## src/rtl/ranked_sorted_set_table_top_macros.svh

```systemverilog
// Assertion macros for the ranked sorted set table
`ifndef RANKED_SORTED_SET_TABLE_TOP_MACROS_SVH
`define RANKED_SORTED_SET_TABLE_TOP_MACROS_SVH
`ifndef SYNTHESIS
`define RSST_ASSERT_IMP(label, clk, rst_n, a, c) \
    label: assert property (@(posedge clk) disable iff (!rst_n) (a) |-> (c)) \
        else $error("assertion failed");
`define RSST_ASSERT_NEXT(label, clk, rst_n, a, c) \
    label: assert property (@(posedge clk) disable iff (!rst_n) (a) |=> (c)) \
        else $error("assertion failed");
`else
`define RSST_ASSERT_IMP(label, clk, rst_n, a, c)
`define RSST_ASSERT_NEXT(label, clk, rst_n, a, c)
`endif
`endif

```

## src/rtl/rsst_pkg.sv

```systemverilog
// ----------------------------------------------------------------------------
// rsst_pkg
// Shared types and constants of the ranked sorted set table.
// ----------------------------------------------------------------------------
`default_nettype none
package rsst_pkg;
    localparam int CapacityDef = 256;
    localparam int KeyW = 64;
    localparam int RankW = 9;

    typedef enum logic [1:0] {
        CMD_INSERT = 2'd0,
        CMD_DELETE = 2'd1,
        CMD_RANK_OF = 2'd2,
        CMD_AT_RANK = 2'd3
    } cmd_t;

    typedef enum logic [1:0] {
        ST_DONE = 2'd0,
        ST_NOT_FOUND = 2'd1,
        ST_FULL = 2'd2
    } status_t;

    typedef enum logic [1:0] {
        BK_IDLE = 2'd0,
        BK_LOOK = 2'd1,
        BK_APPLY = 2'd2,
        BK_OUT = 2'd3
    } bk_state_t;

    // one queued command word
    typedef struct packed {
        cmd_t cmd;
        logic [KeyW-1:0] score;
        logic [KeyW-1:0] id;
        logic [RankW-1:0] want;
    } cmd_word_t;
endpackage
`default_nettype wire

```

## src/rtl/rsst_front.sv

```systemverilog
// ----------------------------------------------------------------------------
// rsst_front
// Accepts command words and queues them in a two-entry FIFO for the back end.
// ----------------------------------------------------------------------------
`default_nettype none
module rsst_front
    import rsst_pkg::*;
(
    input  wire logic clk,
    input  wire logic rst_n,
    input  wire logic in_valid,
    output logic in_stall,
    input  wire cmd_word_t in_word,
    output logic q_valid,
    input  wire logic q_pop,
    output cmd_word_t q_word
);
    cmd_word_t mem_reg [2];
    logic wr_ptr_reg, rd_ptr_reg;
    logic [1:0] cnt_reg;
    logic push;

    assign in_stall = (cnt_reg == 2'd2);
    assign push = in_valid && !in_stall;
    assign q_valid = (cnt_reg != 2'd0);
    assign q_word = mem_reg[rd_ptr_reg];

    // store incoming word
    always_ff @(posedge clk)
    begin
        if (push)
        begin
            mem_reg[wr_ptr_reg] <= in_word;
        end
    end

    // advance pointers and fill count
    always_ff @(posedge clk or negedge rst_n)
    begin
        if (!rst_n)
        begin
            wr_ptr_reg <= 1'b0;
            rd_ptr_reg <= 1'b0;
            cnt_reg <= 2'd0;
        end
        else
        begin
            if (push) wr_ptr_reg <= !wr_ptr_reg;
            if (q_pop) rd_ptr_reg <= !rd_ptr_reg;
            cnt_reg <= cnt_reg + {1'b0, push} - {1'b0, q_pop};
        end
    end
endmodule
`default_nettype wire

```

## config.mk

```make
export PLATFORM = sky130hd
export DESIGN_NAME = rsst_front
export DESIGN_NICKNAME = d
export VERILOG_FILES = /design/src/rtl/ranked_sorted_set_table_top_macros.svh /design/src/rtl/rsst_pkg.sv /design/src/rtl/rsst_front.sv
export SDC_FILE = /design/constraint.sdc
export NUM_CORES = 1
export LEC_CHECK = 0
export BUFFER_PORTS_ARGS = -buffer_cell sky130_fd_sc_hd__buf_2
export CORE_ASPECT_RATIO = 1.25
export CORE_MARGIN = 3
export CORE_UTILIZATION = 52
export DETAILED_ROUTE_END_ITERATION = 10
export GPL_TIMING_DRIVEN = 0
export PLACE_DENSITY = 0.76
export SYNTH_ARGS = -nofsm -noshare
export SYNTH_HDL_FRONTEND = slang
export SYNTH_SLANG_ARGS = --single-unit
```

## constraint.sdc

```tcl
create_clock -name clk -period 8 [get_ports clk]
set_clock_uncertainty 0.05 [all_clocks]
set_input_delay 0 -clock clk [delete_from_list [all_inputs] [get_ports clk]]
set_output_delay 0 -clock clk [all_outputs]
set_load 0.005 [all_outputs]
```

==> metrics.md, run 1 <==
| Metric | Value |
|---|---|
| Startpoint Class | flop |
| Min Hold Slack | 149.7 ps |
| P_int | 3.534 mW |
| CP dominant cell by count | buf_12 |
| Top delay family on crit path | simple AND/OR/NAND/NOR gates |
| Post-cts hold buffer count | 143 |
| Ys Warns | 0 |
| Pre-CTS WS | 5754 ps |
| Register share of total power | 0.433 |
| EDFF count, synth | 278 |
| Hold WC Path Type | input port to flop |
| Rel. slew slack | 0.4784 |
| Fin crit period | 2342 ps |
| Syn-to-layout area delta | 38.74% |
| CP endpoint kind | flop |
| Crit-path slowest cell | nor2_4 |
| CTS sink cnt | 282 |
| Final setup vio count | 0 |
| Area contributors post-synth | edfxtp_1 78%, mux2_4 14%, mux2_2 4.1%, buf_6 1.2%, dfrtp_1 0.94% |
| Post-Route WL | 23.61 mm |
| CTS H-tree depth | 1 |
| Average wire per standard cell | 19.74 µm |
| Worst path required time | 8160 ps |
| Setup_tns | 0 ps |
| 1st-pass router iterations | 4 |
| Drt drc | 0 |
| Max reg flops | 278 |
| Cts repair resizes | 0 |
| Total die area | 22230 µm² |
| Worst skew pair latency | 530 ps |
| Maxcap violations | 0 |
| Switch Pwr | 1.333 mW |
| Combinational power share | 0.331 |
| Synth area leader | edfxtp_1 |
| Worst Path Arrival | 2500 ps |
| Placed cells | 1004 |
| RSZ-0062 raised after global routing | false |
| Row count | 57 |
| Commonest cells in the netlist | 278 x edfxtp_1, 100 x mux2_4, 39 x mux2_2 |
| Final Cell Area | 14760 µm² |
| Post-synth cell types | 16 |
| Fillers | 1131 |
| Setup CP Type | flop to flop |
| Die Y-Extent | 165.9 µm |
| Critical path, cell by cell | nand2b_1 > nand2_1 > nor2_4 > buf_12 > buf_12 |
| #FFs+latches synth | 282 |
| HPWL Detailed | 14.50 mm |
| Reg clk slew, reported paths | 60 ps |
| Post-Synthesis Cell Area | 10640 µm² |
| Final Hold Fails | 0 |
| Placed cell areas | 12540 µm² |
| Synthesized net count | 595 |
| Crit path largest cell delay | 640 ps |
| Core ar. | 19760 µm² |
| Worst VDD drop | 394.8 µV |
| Iter 0 DRT Violations | 316 |
| Total gr overflow | 0 |
| Fin cells | 1196 |
| Root buf cell | clkbuf_16 |
| Share of cells above drive strength 1 | 0.5183 |
| Pwr dens | 329.7 nW/µm² |
| Syn avg cell area | 23.65 µm² |
| Final Max Slew Viols | 0 |
| Post-synthesis cell count | 450 |
| Clock share of power | 0.236 |
| Switch share | 0.2739 |
| First-pass GRT wire length | 36.49 mm |
| Initial core utilization | 0.5387 |
| Tcrit/Tclk final | 0.2928 |
| CTS tree | yes |
| CP max FO | 31 |
| Clock tree buffer depth | 3 |
| Leak | 5.907 nW |
| Post-route setup slack | 5658 ps |
| IO Pins | 284 |
| Fin nets | 1056 |
| Input/output buffers | 283 |
| Number of clock buffers inserted by TritonCTS | 27 |
| Worst slew pin tran | 780.6 ps |
| Sequential area share after synthesis | 0.7939 |
| CP Buf/Inv Count | 2 |
| Vias per cell | 4.959 |
| Most common cell in the netlist | edfxtp_1 |
| Status | finished, final reports clean |
| Post-synthesis async set-or-reset flop share | 0.01418 |
| Routed vias | 5931 |
| FMAX | 426.9 MHz |
| Total track usage | 0.2108 |
| RePlAce Congestion | 0.7157 |
| Number of setup buffers added after CTS | 0 |
| Initial antenna violation count | 2 |
| Vias in the first global route | 6595 |
| Yosys top cell area share | 0.7845 |
| Post-synth top flop | edfxtp_1 |
| Chip width | 134.0 µm |
| Largest net degree at the start of global routing | 60 |
| Routed Antenna Nets | 0 |
metal layers:
metal	wire, µm	track usage
met5	9	0
met4	795	0.07517
met3	1564	0.04576
met2	13030	0.3954
met1	8211	0.2328
metrics by stage:
stage | total power [mW] | util
floorplan | 3.123 | -
global placement | 3.665 | 0.6271
detailed placement | 3.681 | 0.6346
CTS | 4.880 | 0.7472
global route | 5.084 | 0.7474
finish | 4.867 | 0.7474
logic make-up (layout without fill, tap and decap cells):
kind of cell | after synthesis | in the layout | share of synthesized area
simple gates | 5 | 5 | 0.002470
buf+inv | 18 | 498 | 0.01564
flops | 282 | 282 | 0.7939
mux | 139 | 139 | 0.1824
xor+xnor | 4 | 4 | 0.003293
other cells | 0 | 1 | 0
fa+ha+maj | 2 | 2 | 0.002351
final timing paths:
path                              start  slack, ps  depth (start not counted)               to
setup reg to reg             cnt_reg[1]       5660                          5  mem_reg[0][100]
setup / recovery             cnt_reg[1]       5660                          5  mem_reg[0][100]
hold reg to reg              cnt_reg[0]        480                          1       cnt_reg[0]
min in group asynchronous         rst_n        330                          3       rd_ptr_reg
max in group asynchronous         rst_n       7380                          3       wr_ptr_reg
hold / removal             in_word[134]        150                          2  mem_reg[1][134]
cells in the final DEF (no fill, tap or decap):
master           n
buf_2          287
dlygate4sd3_1  143
and3_4           1
edfxtp_1       278
buf_6           11
nand2b_1         1
mux2_2          39
buf_12           4
xor2_1           1
or2_2            1
ha_1             2
nand2_1          1
inv_1            2
dfrtp_1          4
clkinv_2         6
clkbuf_16       27
mux2_4         100
xnor2_1          3
nor2_4           1
buf_8            1
buf_16           2
bufinv_16        1
inv_6            1
clkbuf_1         5
diode_2          1
clkinv_1         8
area by class of cell:
class	count	area, µm²	share of cell area
repair buffers	432	2983	0.2020
flip-flops and latches	282	8448	0.5722
well taps	265	331.6	0.02246
multi-input cells	150	2039	0.1381
clock inverters	16	98.84	0.006695
plain buffers	16	158.9	0.01076
clock buffers	32	694.4	0.04703
diodes	1	2.502	0.0001695
inverters	2	7.507	0.0005085
power by group through the flow:
stage | logic, mW | registers (mW) | clock network, mW
after floorplan | 0.955 | 2.17 | 0
after global placement | 1.45 | 2.21 | 0
after detailed placement | 1.55 | 2.13 | 0
after CTS | 1.61 | 2.10 | 1.16
after global routing | 1.71 | 2.14 | 1.23
final | 1.61 | 2.11 | 1.15
Note: power is estimated with default switching activity, not from simulation.
==> inputs of run 2 (changes only) <==
--- a/config.mk
+++ b/config.mk
@@ -5,6 +5,7 @@
 export SDC_FILE = /design/constraint.sdc
 export NUM_CORES = 1
 export LEC_CHECK = 0
+export ABC_AREA = 1
 export BUFFER_PORTS_ARGS = -buffer_cell sky130_fd_sc_hd__buf_2
 export CORE_ASPECT_RATIO = 1.25
 export CORE_MARGIN = 3
==> constraint.sdc (replaced) <==
create_clock -name clk -period 2.4 [get_ports clk]
set_clock_uncertainty 0.05 [all_clocks]
set_input_delay 0 -clock clk [delete_from_list [all_inputs] [get_ports clk]]
set_output_delay 0 -clock clk [all_outputs]
set_load 0.005 [all_outputs]
==> metrics.md, run 2 <==
| Metric | Value |
|---|---|
| Total die area | 22450 µm² (was 22230 µm²) |
| Worst slew pin tran | 775.4 ps (was 780.6 ps) |
| CTS H-tree depth | 1 (unchanged) |
| Placed cell areas | 12670 µm² (was 12540 µm²) |
| Vias per cell | 4.878 (was 4.959) |
| Fillers | 1190 (was 1131) |
| Post-synthesis async set-or-reset flop share | 0.01418 (unchanged) |
| Most frequent cells in the layout | 283 x buf_2, 278 x edfxtp_1, 147 x nand2_1 (was 287 x buf_2, 278 x edfxtp_1, 143 x dlygate4sd3_1) |
| Post-route setup slack | 214.4 ps (was 5658 ps) |
| Yosys top cell area share | 0.7764 (was 0.7845) |
| Routed vias | 7356 (was 5931) |
| Total track usage | 0.2251 (was 0.2108) |
| CTS sink cnt | 282 (unchanged) |
| Post-synth cell types | 14 (was 16) |
| Leak | 6.394 nW (was 5.907 nW) |
| Synthesized net count | 899 (was 595) |
| Drt drc | 0 (unchanged) |
| CP max FO | 33 (was 31) |
| Row count | 58 (was 57) |
| Tcrit/Tclk final | 0.9107 (was 0.2928) |
| Placed cells | 1314 (was 1004) |
| Hold WC Path Type | input port to flop (unchanged) |
| Root buf cell | clkbuf_16 (unchanged) |
| Worst Path Arrival | 2340 ps (was 2500 ps) |
| Share of cells above drive strength 1 | 0.3341 (was 0.5183) |
| Worst path required time | 2550 ps (was 8160 ps) |
| Most common cell in the netlist | edfxtp_1 (unchanged) |
| Rel. slew slack | 0.4802 (was 0.4784) |
| Initial antenna violation count | 3 (was 2) |
| Max reg flops | 278 (unchanged) |
| Syn-to-layout area delta | 39.03% (was 38.74%) |
| Worst skew pair latency | 520 ps (was 530 ps) |
| Commonest non-fill, non-tap cell in the layout | buf_2 (unchanged) |
| Total gr overflow | 0 (unchanged) |
| Average wire per standard cell | 17.25 µm (was 19.74 µm) |
| RePlAce Congestion | 0.7607 (was 0.7157) |
| Post-Route WL | 26.02 mm (was 23.61 mm) |
| Number of clock buffers inserted by TritonCTS | 26 (was 27) |
| Core ar. | 20250 µm² (was 19760 µm²) |
| Maxcap violations | 0 (unchanged) |
| Final Power | 16.55 mW (was 4.867 mW) |
| Setup CP Type | flop to flop (unchanged) |
| First-pass GRT wire length | 39.56 mm (was 36.49 mm) |
| Chip width | 134.6 µm (was 134.0 µm) |
| Worst VDD drop | 1075 µV (was 394.8 µV) |
| Final Hold Fails | 0 (unchanged) |
| Final Max Slew Viols | 0 (unchanged) |
| Commonest cells in the netlist | 278 x edfxtp_1, 149 x nand2_1, 147 x inv_1 (was 278 x edfxtp_1, 100 x mux2_4, 39 x mux2_2) |
| Pwr dens | 1107 nW/µm² (was 329.7 nW/µm²) |
| Post-Synth Adder-Cell Area | 0.002327 (was 0.002352) |
| Input/output buffers | 283 (unchanged) |
| Sequential area share after synthesis | 0.7857 (was 0.7939) |
| Largest net degree at the start of global routing | 41 (was 60) |
| Synth Area in Compound Gates | 0.08215 (was 0) |
| IO Pins | 284 (unchanged) |
| Fraction of the mapped netlist area in simple logic gates | 0.05329 (was 0.002469) |
| Final setup vio count | 0 (unchanged) |
| Synth area leader | edfxtp_1 (unchanged) |
| Iter 0 DRT Violations | 465 (was 316) |
| Area contributors post-synth | edfxtp_1 78%, nand2_1 5.2%, inv_1 5.1%, o21ai_2 4.1%, o21ai_0 3.2% (was edfxtp_1 78%, mux2_4 14%, mux2_2 4.1%, buf_6 1.2%, dfrtp_1 0.94%) |
| 1st-pass router iterations | 7 (was 4) |
| CP endpoint kind | flop (unchanged) |
| Cts repair resizes | 0 (unchanged) |
| Largest family of logic cells by synthesized area | compound AO/OA/AOI/OAI gates (was multiplexers) |
| Vias in the first global route | 7697 (was 6595) |
| R2R Setup Slk | 210 ps (was 5660 ps) |
| Fin nets | 1361 (was 1056) |
| Initial core utilization | 0.5311 (was 0.5387) |
| XOR/XNOR share of the synthesized area | 0.0008145 (was 0.003292) |
| CTS tree | yes (unchanged) |
| FMAX | 457.5 MHz (was 426.9 MHz) |
| Reg clk slew, reported paths | 70 ps (was 60 ps) |
| Fin cells | 1508 (was 1196) |
| Routed Antenna Nets | 0 (unchanged) |
| Clock tree buffer depth | 3 (unchanged) |
| EDFF count, synth | 278 (unchanged) |
| Status | finished, final reports clean (unchanged) |
| Post-Synthesis Cell Area | 10750 µm² (was 10640 µm²) |
| #FFs+latches synth | 282 (unchanged) |
| Fin crit period | 2186 ps (was 2342 ps) |
| RSZ-0062 raised after global routing | false (unchanged) |
| Post-synth top flop | edfxtp_1 (unchanged) |
| Die Y-Extent | 166.8 µm (was 165.9 µm) |
| HPWL Detailed | 15.84 mm (was 14.50 mm) |
| Syn avg cell area | 14.26 µm² (was 23.65 µm²) |
| Min Hold Slack | 150.1 ps (was 149.7 ps) |
| Final Cell Area | 14950 µm² (was 14760 µm²) |
| Pre-CTS WS | 158.9 ps (was 5754 ps) |
| Post-synthesis cell count | 754 (was 450) |
| Startpoint Class | flop (unchanged) |
| Multiplexer share of the synthesized area | 0 (was 0.1824) |
| Ys Warns | 0 (unchanged) |
-- run 2: cell types whose count changed in the layout (fill, tap and decap cells not counted), moves of 6 or more --
| cell | delta |
|---|---|
| nand2_1 | +146 |
| mux2_4 | -100 |
| mux2_2 | -39 |
| o21ai_0 | +68 |
| buf_4 | +11 |
| o21ai_1 | +21 |
| inv_1 | +143 |
| clkbuf_1 | +6 |
| clkinv_1 | -6 |
| o21ai_2 | +50 |
-- run 2: report_power, final --
group          total (mW)  internal [mW]  switching [mW]  leakage [nW]
Sequential           6.96           6.70           0.262          2.63
Combinational        5.56           2.21            3.35          3.34
Clock                4.03           2.33            1.70         0.424
Total                16.6           11.2            5.31          6.39
-- run 2: cells by family (layout without fill, tap and decap cells) --
family / after synthesis / in the layout
compound gates: 139 / 139
xor+xnor: 1 / 1
fa+ha+maj: 2 / 2
buf+inv: 178 / 660
flops: 282 / 282
other cells: 0 / 2
simple gates: 152 / 152
-- run 2: metrics by stage --
stage	utilization	TNS, ps
5_1_grt	0.7384	0
4_1_cts	0.7379	0
2_1_floorplan	-	-188880
3_5_place_dp	0.6257	0
6_report	0.7384	0
3_3_place_gp	0.6188	-505410
-- run 2: cell type report --
class,count,area [µm²],share of cell area
Inverter,147,555.5,0.03716
Multi-Input combinational cell,294,1508,0.1009
Timing Repair Buffer,433,2988,0.1999
Tap cell,270,337.8,0.02260
Timing Repair inverter,1,5.005,0.0003348
Clock buffer,34,721.9,0.04829
Antenna cell,2,5.005,0.0003348
Clock inverter,14,117.6,0.007867
Sequential cell,282,8448,0.5651
Buffer,31,262.8,0.01758
-- run 2: per-layer routing --
layer  share of wire  global-route usage  up-vias
met4           0.038             0.08326        2
met3           0.073             0.04743       71
met5         0.00027                   0        -
met1            0.35              0.2525     3492
met2            0.54              0.4167      306
li1                -                   -     3485
-- run 2: worst max-delay path, stage by stage (launching register included) --
cell     delay, ps
dfrtp_1        370
inv_2           50
nand2_2        100
nand2_2        100
nor2_4         610
buf_12         300
buf_12         240
-- run 2: worst paths after layout --
check	startpoint	depth (start not counted)	to
worst min-delay path	in_word[88]	2	mem_reg[1][88]
worst max register to register	cnt_reg[0]	6	mem_reg[1][126]
worst max-delay path	cnt_reg[0]	6	mem_reg[1][126]
min in group asynchronous	rst_n	3	cnt_reg[0]
worst min register to register	wr_ptr_reg	2	wr_ptr_reg
max in group asynchronous	rst_n	3	rd_ptr_reg
-- run 2: timing repair --
action,4_1_cts,5_1_grt
endpoints found under the hold margin,306,0
hold buffers,143,0
buffers inserted,0,0
setup endpoints to repair,0,39
